$ cat src/hw/rtl/kct_pkg.sv
// ----------------------------------------------------------------------------
// kct_pkg
// Shared types and constants of the keyed count table.
// ----------------------------------------------------------------------------
package kct_pkg;

	localparam int ENTRIES  = 16;
	localparam int KEY_BITS = 16;
	localparam int KEY_W    = 16;
	localparam int AMT_W    = 32;
	localparam int COUNT_W  = 31;
	localparam int IDX_W    = (ENTRIES > 1) ? $clog2(ENTRIES) : 1;
	localparam int SCAN_W   = $clog2(ENTRIES + 1);

	localparam logic [COUNT_W-1:0] COUNT_MAX = '1;

	typedef enum logic [1:0] {
		OP_ADD    = 2'd0,
		OP_REMOVE = 2'd1,
		OP_SET    = 2'd2,
		OP_QUERY  = 2'd3
	} op_t;

	typedef enum logic [1:0] {
		STAT_DONE    = 2'd0,
		STAT_IGNORED = 2'd1,
		STAT_FULL    = 2'd2
	} status_t;

	typedef enum logic [1:0] {
		S_IDLE,
		S_SCAN,
		S_EXEC,
		S_DONE
	} state_t;

	typedef struct packed {
		logic [1:0]              operation;
		logic [KEY_W-1:0]        key;
		logic signed [AMT_W-1:0] amount;
	} req_t;

	typedef struct packed {
		logic [COUNT_W-1:0] count;
		logic               present;
		status_t            status;
	} rsp_t;

	typedef struct packed {
		logic [KEY_BITS-1:0] key;
		logic [COUNT_W-1:0]  count;
	} entry_t;

	typedef struct packed {
		logic             we;
		logic             clr;
		logic [IDX_W-1:0] slot;
		entry_t           data;
	} store_wr_t;

endpackage

$ cat src/hw/rtl/kct_store.sv
// ----------------------------------------------------------------------------
// kct_store
// Entry memory with one write and one registered read port, plus valid flags.
// ----------------------------------------------------------------------------
module kct_store import kct_pkg::*; (
	input  logic               clk,
	input  logic               arst_n,
	input  store_wr_t          wr,
	input  logic [IDX_W-1:0]   rd_addr,
	output entry_t             rd_data,
	output logic [ENTRIES-1:0] valid
);

	entry_t             mem [ENTRIES];
	entry_t             rd_q;
	logic [ENTRIES-1:0] valid_q;

	always_ff @(posedge clk) begin
		if (wr.we) begin
			mem[wr.slot] <= wr.data;
		end
		rd_q <= mem[rd_addr];
	end

	always_ff @(posedge clk or negedge arst_n) begin
		if (!arst_n) begin
			valid_q <= '0;
		end else if (wr.we) begin
			valid_q[wr.slot] <= 1'b1;
		end else if (wr.clr) begin
			valid_q[wr.slot] <= 1'b0;
		end
	end

	assign rd_data = rd_q;
	assign valid   = valid_q;

endmodule

$ cat src/hw/rtl/kct_unit.sv
// ----------------------------------------------------------------------------
// kct_unit
// Shared key comparator and count adder/subtractor.
// ----------------------------------------------------------------------------
module kct_unit import kct_pkg::*; (
	input  logic [KEY_BITS-1:0] key_a,
	input  logic [KEY_BITS-1:0] key_b,
	input  logic [COUNT_W-1:0]  cnt_a,
	input  logic [COUNT_W-1:0]  cnt_b,
	input  logic                sub,
	output logic                key_eq,
	output logic [COUNT_W:0]    result
);

	assign key_eq = (key_a == key_b);
	assign result = sub ? ({1'b0, cnt_a} - {1'b0, cnt_b})
	                    : ({1'b0, cnt_a} + {1'b0, cnt_b});

endmodule

$ cat src/hw/rtl/kct_ctrl.sv
// ----------------------------------------------------------------------------
// kct_ctrl
// Request sequencer: for a nonzero key, scans all entries, then applies the operation.
// ----------------------------------------------------------------------------
module kct_ctrl import kct_pkg::*; (
	input  logic               clk,
	input  logic               arst_n,
	input  logic               in_valid,
	output logic               in_ready,
	input  req_t               in_data,
	output logic               res_valid,
	input  logic               res_taken,
	output rsp_t               res_data,
	output store_wr_t          wr,
	output logic [IDX_W-1:0]   rd_addr,
	input  entry_t             rd_data,
	input  logic [ENTRIES-1:0] valid
);

	state_t              state_q;
	state_t              state_d;
	logic [SCAN_W-1:0]   scan_q;
	logic                chk_s1;
	logic [IDX_W-1:0]    idx_s1;
	logic                hit_q;
	logic                free_q;
	logic [IDX_W-1:0]    hit_slot_q;
	logic [IDX_W-1:0]    free_slot_q;
	logic [COUNT_W-1:0]  hit_count_q;
	logic [1:0]          op_q;
	logic [KEY_BITS-1:0] key_q;
	logic [AMT_W-1:0]    amt_q;
	rsp_t                res_q;
	rsp_t                exec_rsp;
	logic                accept;
	logic                key_zero;
	logic                scan_rd;
	logic                scan_last;
	logic                key_eq;
	logic [COUNT_W:0]    alu_res;
	logic                positive;
	logic [COUNT_W-1:0]  amt31;
	logic [COUNT_W-1:0]  sat_sum;
	logic                rem_free;

	kct_unit u_unit (
		.key_a  (rd_data.key),
		.key_b  (key_q),
		.cnt_a  (hit_count_q),
		.cnt_b  (amt31),
		.sub    (op_q == OP_REMOVE),
		.key_eq (key_eq),
		.result (alu_res)
	);

	assign key_zero  = (in_data.key[KEY_BITS-1:0] == '0);
	assign accept    = in_valid && in_ready;
	assign scan_last = (scan_q == SCAN_W'(ENTRIES));
	assign amt31     = amt_q[COUNT_W-1:0];
	assign positive  = !amt_q[AMT_W-1] && (amt_q != '0);
	assign sat_sum   = alu_res[COUNT_W] ? COUNT_MAX : alu_res[COUNT_W-1:0];
	assign rem_free  = alu_res[COUNT_W] || (alu_res[COUNT_W-1:0] == '0);

	always_comb begin
		state_d = state_q;
		case (state_q)
			S_IDLE: begin
				if (in_valid) begin
					state_d = key_zero ? S_DONE : S_SCAN;
				end
			end
			S_SCAN: begin
				if (scan_last) begin
					state_d = S_EXEC;
				end
			end
			S_EXEC: begin
				state_d = S_DONE;
			end
			S_DONE: begin
				if (res_taken) begin
					state_d = S_IDLE;
				end
			end
			default: begin
				state_d = S_IDLE;
			end
		endcase
	end

	always_comb begin
		in_ready  = (state_q == S_IDLE);
		res_valid = (state_q == S_DONE);
		scan_rd   = (state_q == S_SCAN) && (scan_q < SCAN_W'(ENTRIES));
		rd_addr   = scan_q[IDX_W-1:0];
		res_data  = res_q;
	end

	always_comb begin
		wr       = '0;
		exec_rsp = '{count: hit_q ? hit_count_q : '0, present: hit_q, status: STAT_DONE};
		if (state_q == S_EXEC) begin
			case (op_t'(op_q))
				OP_ADD: begin
					if (!positive) begin
						exec_rsp.status = STAT_IGNORED;
					end else if (hit_q) begin
						wr.we          = 1'b1;
						wr.slot        = hit_slot_q;
						wr.data        = '{key: key_q, count: sat_sum};
						exec_rsp.count = sat_sum;
					end else if (free_q) begin
						wr.we    = 1'b1;
						wr.slot  = free_slot_q;
						wr.data  = '{key: key_q, count: amt31};
						exec_rsp = '{count: amt31, present: 1'b1, status: STAT_DONE};
					end else begin
						exec_rsp.status = STAT_FULL;
					end
				end
				OP_REMOVE: begin
					if (!positive) begin
						exec_rsp.status = STAT_IGNORED;
					end else if (hit_q && rem_free) begin
						wr.clr   = 1'b1;
						wr.slot  = hit_slot_q;
						exec_rsp = '{count: '0, present: 1'b0, status: STAT_DONE};
					end else if (hit_q) begin
						wr.we          = 1'b1;
						wr.slot        = hit_slot_q;
						wr.data        = '{key: key_q, count: alu_res[COUNT_W-1:0]};
						exec_rsp.count = alu_res[COUNT_W-1:0];
					end
				end
				OP_SET: begin
					if (!positive) begin
						wr.clr   = hit_q;
						wr.slot  = hit_slot_q;
						exec_rsp = '{count: '0, present: 1'b0, status: STAT_DONE};
					end else if (hit_q) begin
						wr.we          = 1'b1;
						wr.slot        = hit_slot_q;
						wr.data        = '{key: key_q, count: amt31};
						exec_rsp.count = amt31;
					end else if (free_q) begin
						wr.we    = 1'b1;
						wr.slot  = free_slot_q;
						wr.data  = '{key: key_q, count: amt31};
						exec_rsp = '{count: amt31, present: 1'b1, status: STAT_DONE};
					end else begin
						exec_rsp.status = STAT_FULL;
					end
				end
				default: begin
				end
			endcase
		end
	end

	always_ff @(posedge clk or negedge arst_n) begin
		if (!arst_n) begin
			state_q <= S_IDLE;
			scan_q  <= '0;
			chk_s1  <= 1'b0;
			hit_q   <= 1'b0;
			free_q  <= 1'b0;
		end else begin
			state_q <= state_d;
			chk_s1  <= scan_rd;
			if (accept) begin
				scan_q <= '0;
				hit_q  <= 1'b0;
				free_q <= 1'b0;
			end else begin
				if (state_q == S_SCAN) begin
					scan_q <= scan_q + 1'b1;
				end
				if (chk_s1 && valid[idx_s1] && key_eq) begin
					hit_q <= 1'b1;
				end
				if (chk_s1 && !valid[idx_s1]) begin
					free_q <= 1'b1;
				end
			end
		end
	end

	always_ff @(posedge clk) begin
		idx_s1 <= rd_addr;
		if (accept) begin
			op_q  <= in_data.operation;
			key_q <= in_data.key[KEY_BITS-1:0];
			amt_q <= in_data.amount;
			if (key_zero) begin
				res_q <= '{count: '0, present: 1'b0, status: STAT_IGNORED};
			end
		end
		if (chk_s1 && valid[idx_s1] && key_eq && !hit_q) begin
			hit_slot_q  <= idx_s1;
			hit_count_q <= rd_data.count;
		end
		if (chk_s1 && !valid[idx_s1] && !free_q) begin
			free_slot_q <= idx_s1;
		end
		if (state_q == S_EXEC) begin
			res_q <= exec_rsp;
		end
	end

endmodule

$ cat src/hw/rtl/keyed_count_table_top.sv
// ----------------------------------------------------------------------------
// keyed_count_table_top
// Associative table of key-to-count entries with add, remove, set and query.
// ----------------------------------------------------------------------------
// Requests enter on in_valid/in_ready/in_data and results leave on
// out_valid/out_ready/out_data; both channels use a valid/ready handshake.
// Every request produces exactly one result.
// A request with a nonzero key walks the ENTRIES table slots one per cycle
// through the registered read port of the entry memory, then applies the
// operation in the EXEC state and hands the result over in the DONE state.
// A request whose key is zero skips the walk and is answered as ignored.
// The block takes one request at a time; in_ready is low while it works.
// A result waits in the output register while out_ready is low; the next
// request may be taken meanwhile, but its result is held internally until
// the output register frees up.
// Reset clears all slot valid flags at once, and the block is ready as soon
// as reset is released.
// ----------------------------------------------------------------------------
module keyed_count_table_top import kct_pkg::*; (
	input  logic clk,
	input  logic arst_n,
	input  logic in_valid,
	output logic in_ready,
	input  req_t in_data,
	output logic out_valid,
	input  logic out_ready,
	output rsp_t out_data
);

	store_wr_t          wr;
	logic [IDX_W-1:0]   rd_addr;
	entry_t             rd_data;
	logic [ENTRIES-1:0] valid;
	logic               res_valid;
	logic               res_taken;
	rsp_t               res_data;
	logic               out_valid_q;
	rsp_t               out_data_q;

	kct_store u_store (
		.clk     (clk),
		.arst_n  (arst_n),
		.wr      (wr),
		.rd_addr (rd_addr),
		.rd_data (rd_data),
		.valid   (valid)
	);

	kct_ctrl u_ctrl (
		.clk       (clk),
		.arst_n    (arst_n),
		.in_valid  (in_valid),
		.in_ready  (in_ready),
		.in_data   (in_data),
		.res_valid (res_valid),
		.res_taken (res_taken),
		.res_data  (res_data),
		.wr        (wr),
		.rd_addr   (rd_addr),
		.rd_data   (rd_data),
		.valid     (valid)
	);

	assign res_taken = res_valid && (!out_valid_q || out_ready);

	always_ff @(posedge clk or negedge arst_n) begin
		if (!arst_n) begin
			out_valid_q <= 1'b0;
		end else if (res_taken) begin
			out_valid_q <= 1'b1;
		end else if (out_ready) begin
			out_valid_q <= 1'b0;
		end
	end

	always_ff @(posedge clk) begin
		if (res_taken) begin
			out_data_q <= res_data;
		end
	end

	assign out_valid = out_valid_q;
	assign out_data  = out_data_q;

endmodule

$ cat config.mk
export PLATFORM = sky130hd
export DESIGN_NAME = keyed_count_table_top
export DESIGN_NICKNAME = d
export VERILOG_FILES = /design/src/hw/rtl/kct_pkg.sv /design/src/hw/rtl/kct_store.sv /design/src/hw/rtl/kct_unit.sv /design/src/hw/rtl/kct_ctrl.sv /design/src/hw/rtl/keyed_count_table_top.sv
export SDC_FILE = /design/constraint.sdc
export NUM_CORES = 1
export LEC_CHECK = 0
export BUFFER_PORTS_ARGS = -buffer_cell sky130_fd_sc_hd__buf_2
export CAP_MARGIN = 20
export CELL_PAD_IN_SITES_DETAIL_PLACEMENT = 2
export CELL_PAD_IN_SITES_GLOBAL_PLACEMENT = 2
export CORE_MARGIN = 4
export CORE_UTILIZATION = 46
export CTS_BUF_LIST = sky130_fd_sc_hd__clkbuf_8
export DETAILED_ROUTE_END_ITERATION = 6
export PLACE_DENSITY_LB_ADDON = 0.05
export SLEW_MARGIN = 20
export SYNTH_ARGS = -nofsm -noshare
export SYNTH_HDL_FRONTEND = slang
export SYNTH_SLANG_ARGS = --single-unit
$ cat constraint.sdc
create_clock -name clk -period 22.6 [get_ports clk]
set_input_delay 2.26 -clock clk [delete_from_list [all_inputs] [get_ports clk]]
set_output_delay 2.26 -clock clk [all_outputs]
set_load 0.005 [all_outputs]
==> impl_metrics.csv <==
group,metric,value,unit
synthesis,synthSimpleGateAreaFrac,4.748,%
timing,setup_viol,0,
die,start_util,46.58,%
synthesis,synth_top_family_by_area,"multiplexers",
die,die_width,305.3,µm
timing,hold_viol,0,
pwr,power_density,110.8,nW/µm²
detailed_routing,drt-initial-drc-count,2120,
pwr,net-switching-power,1633,µW
die,row_count,108,
setup_path,r2r_slack,14.94,ns
setup_path,worstSetupPathType,"reg -> reg",
detailed_routing,wl_per_cell,34.54,µm
clock_network,clk_latency,0.85,ns
synthesis,yosysMostFrequentCell,"edfxtp_1",
grt,track_usage,27.20,%
detailed_routing,routed_wirelength,129200,µm
hold_path,holdPathEnd,"u_ctrl.hit_count_q[9]$_DFFE_PP_",
clock_network,numCtsBuffers,163,
cells_and_area,areaGrowthSynthToFinish,12.55,%
clock_network,clockBufferDepth,3,
setup_path,cp_max_fo,47,
timing,rsz0062_at_grt,"no",
clock_network,cts_tree,"done",
synthesis,muxShareOfSynthArea,13.39,%
synthesis,synthesis.area,40660,µm²
detailed_routing,firstDrtPassIters,5,
synthesis,synthArstFlopShare,2.736,%
timing,max_freq,0.1306,GHz
die,die_area,93220,µm²
die,core,87290,µm²
timing,drv_slew,0,
pwr,power_frac_seq,44.8,%
synthesis,ys_seq_area_share,71.30,%
timing,post-route-period-util,33.88,%
setup_path,cp.required,23.05,ns
clock_network,holdBufCountCts,0,
hold_path,min-delay-start,"u_store.rd_data[9]$_DFF_P_",
grt,grt_overflow,0,
placed_design,io_buffers,89,
clock_network,postCtsSetupRepairBufs,0,
synthesis,synthTopCellsByArea,"edfxtp_1 (67%), mux4_2 (13%), dfxtp_1 (2.5%)",
placed_design,gp_congestion,0.8572,
synthesis,synth_edf_count,909,
pwr,power,5073,µW
clock_network,cts_resized,0,
setup_path,reg2reg_depth,21,
hold_path,hp-class,"reg -> reg",
hold_path,holdPathStages,0,
pwr,peakVddDrop,0.1098,mV
grt,antenna_found_initial,6,
clock_network,clockRootBuffer,"clkbuf_8",
timing,max_slew.worst_pin.slew,1.174,ns
synthesis,ys.flop_type,"edfxtp_1",
setup_path,critPathLaunchType,"flip-flop",
synthesis,synth-compound-area-share,6.056,%
pwr,p_clk_share,30.3,%
synthesis,synth_top_area_share,67.13,%
synthesis,synthTopCellsByCount,"edfxtp_1 (909), mux4_2 (240), a21oi_1 (120), nor2_1 (105), nand2_1 (85)",
synthesis,yosys.area.top_type,"edfxtp_1",
synthesis,synth_xor_area_share,1.508,%
detailed_routing,drc_errors,0,
pwr,netSwitchingFraction,32.18,%
synthesis,ys_warn_count,0,
setup_path,arrival,8.11,ns
synthesis,synth_fa_ha_area_share,1.342,%
placed_design,placed_cell_area,42610,µm²
pwr,combPwrFrac,25.0,%
outcome,status,"completed",
setup_path,cp-end-kind,"flip-flop",
grt,grt_pass1_vias,25490,
cells_and_area,final_design_area_no_fill,45770,µm²
timing,min_period,7.657,ns
cells_and_area,drive_above_1_share,26.21,%
pwr,internal-power,3440,µW
setup_path,r2r-end,"u_store.mem[13][22]$_DFFE_PP_",
timing,skew,0.03863,ns
grt,grt_pass1_wl,185500,µm
setup_path,r2r-start,"u_ctrl.amt_q[2]$_DFFE_PP_",
grt,grt_max_degree,67,
setup_path,worstSetupStartpoint,"u_ctrl.amt_q[2]$_DFFE_PP_",
synthesis,ys_ff_latch,987,
die,ios,90,
synthesis,yosys.cell_types.count,88,
clock_network,cts_sinks,987,
synthesis,syn_inst,2247,
synthesis,avgSynthCellArea,18.10,µm²
pwr,leakage,0.01499,µW
cells_and_area,num-fill-cells,7765,
timing,slew_headroom,21.47,%
detailed_routing,ant_nets,0,
timing,setup-tns-final,0,ns
placed_design,dp_hpwl,78000,µm
die,die_height,305.3,µm
detailed_routing,drt-vias-per-instance,6.206,
flow_run,drv_cap,0,
cells_and_area,nets,2541,
clock_network,path_clk_slew,0.07,ns
clock_network,h-tree-depth,4,
detailed_routing,vias,23220,
synthesis,syn_nets,2344,
## registers in the layout, indices dropped and copies added, names as in the netlist, 2 cells and up, named ones only
register	cells
u_ctrl.key_q	16
u_ctrl.state_q	2
u_ctrl.hit_slot_q	4
u_ctrl.scan_q	5
u_ctrl.res_data	34
u_store.rd_data	47
u_store.mem	752
u_ctrl.idx_s1	4
u_ctrl.amt_q	32
u_ctrl.op_q	2
u_ctrl.free_slot_q	4
u_ctrl.hit_count_q	31
out_data	34
## how the worst max path moves through the flow
stage	endpoint	slack, ns	cells past startpoint
detailed placement	u_store.mem[10][23]$_DFFE_PP_	15.03	20
finish	u_store.mem[13][22]$_DFFE_PP_	14.94	21
CTS	u_store.mem[10][18]$_DFFE_PP_	14.97	20
global placement	u_store.mem[12][24]$_DFFE_PP_	15.23	20
floorplan	u_store.mem[5][0]$_DFFE_PP_	14.48	22
global route	u_store.mem[13][18]$_DFFE_PP_	14.52	21
## area by class of cell
type | instances | area, µm² | share of cell area [%]
Clock buffer | 180 | 2477 | 5.413
Timing Repair Buffer | 153 | 929.6 | 2.031
Antenna cell | 3 | 7.507 | 0.01640
Tap cell | 1155 | 1445 | 3.158
Multi-Input combinational cell | 1108 | 11160 | 24.38
Sequential cell | 987 | 29010 | 63.38
Clock inverter | 124 | 624.3 | 1.364
Inverter | 31 | 116.4 | 0.2543
## per-stage QoR
stage	hold WS [ns]	setup slack [ns]	cells	util, %
CTS	0.4032	14.97	3737	52.36
detailed placement	0.3896	15.03	3433	48.81
floorplan	0.3454	14.48	2247	-
finish	0.4008	14.94	3741	52.43
global route	0.4056	14.52	3740	52.42
global placement	0.3885	15.23	3432	48.79
## power by group through the flow
stage | combinational [µW] | sequential [µW] | clock, µW
global placement | 1220 | 2300 | 0
global route | 1350 | 2290 | 1660
floorplan | 899 | 2210 | 0
detailed placement | 1260 | 2310 | 0
finish | 1270 | 2270 | 1540
CTS | 1270 | 2270 | 1560
## cells in the final DEF, fill, tap and decap left out, drive strengths merged, types with 27 or more instances in the layout
cell,n
edfxtp,909
o31ai,42
dfxtp,51
xnor2,57
dfrtp,27
buf,153
a21oi,126
clkbuf,180
inv,107
ha,42
nor2,106
clkinv,42
nand2,86
mux4,240
nor3,56
o21ai,69
## critical path: stages (launching register included)
cell and delay, ns:
edfxtp_1 0.53, nor4_1 0.54, nor4b_4 0.45, nand2_2 0.18
nor3_4 0.34, and2_2 0.27, a21oi_1 0.10, xnor2_1 0.16
ha_1 0.44, a21oi_1 0.15, o21ai_1 0.29, mux2i_1 0.25
o211ai_1 0.11, nor3_1 0.58, a2111oi_0 0.17, and4b_1 0.26
and4_1 0.32, nor2_4 0.41, o21ai_4 0.07, buf_4 0.35
nor3_2 0.36, buf_4 0.72
## cells by family after synthesis
logic type	Yosys count
flops	987
simple gates	382
compound gates	369
mux	244
buf+inv	152
xor+xnor	70
fa+ha+maj	43
## per-layer routing
metal / vias up / global-route usage (%) / wire, µm
met3: 211 / 4.299 / 6007
met1: 12620 / 36.28 / 53050
met2: 803 / 46.44 / 66370
li1: 9580 / - / -
met4: 0 / 8.296 / 3789
met5: - / 0 / 0
(Power assumes the default switching activity.)
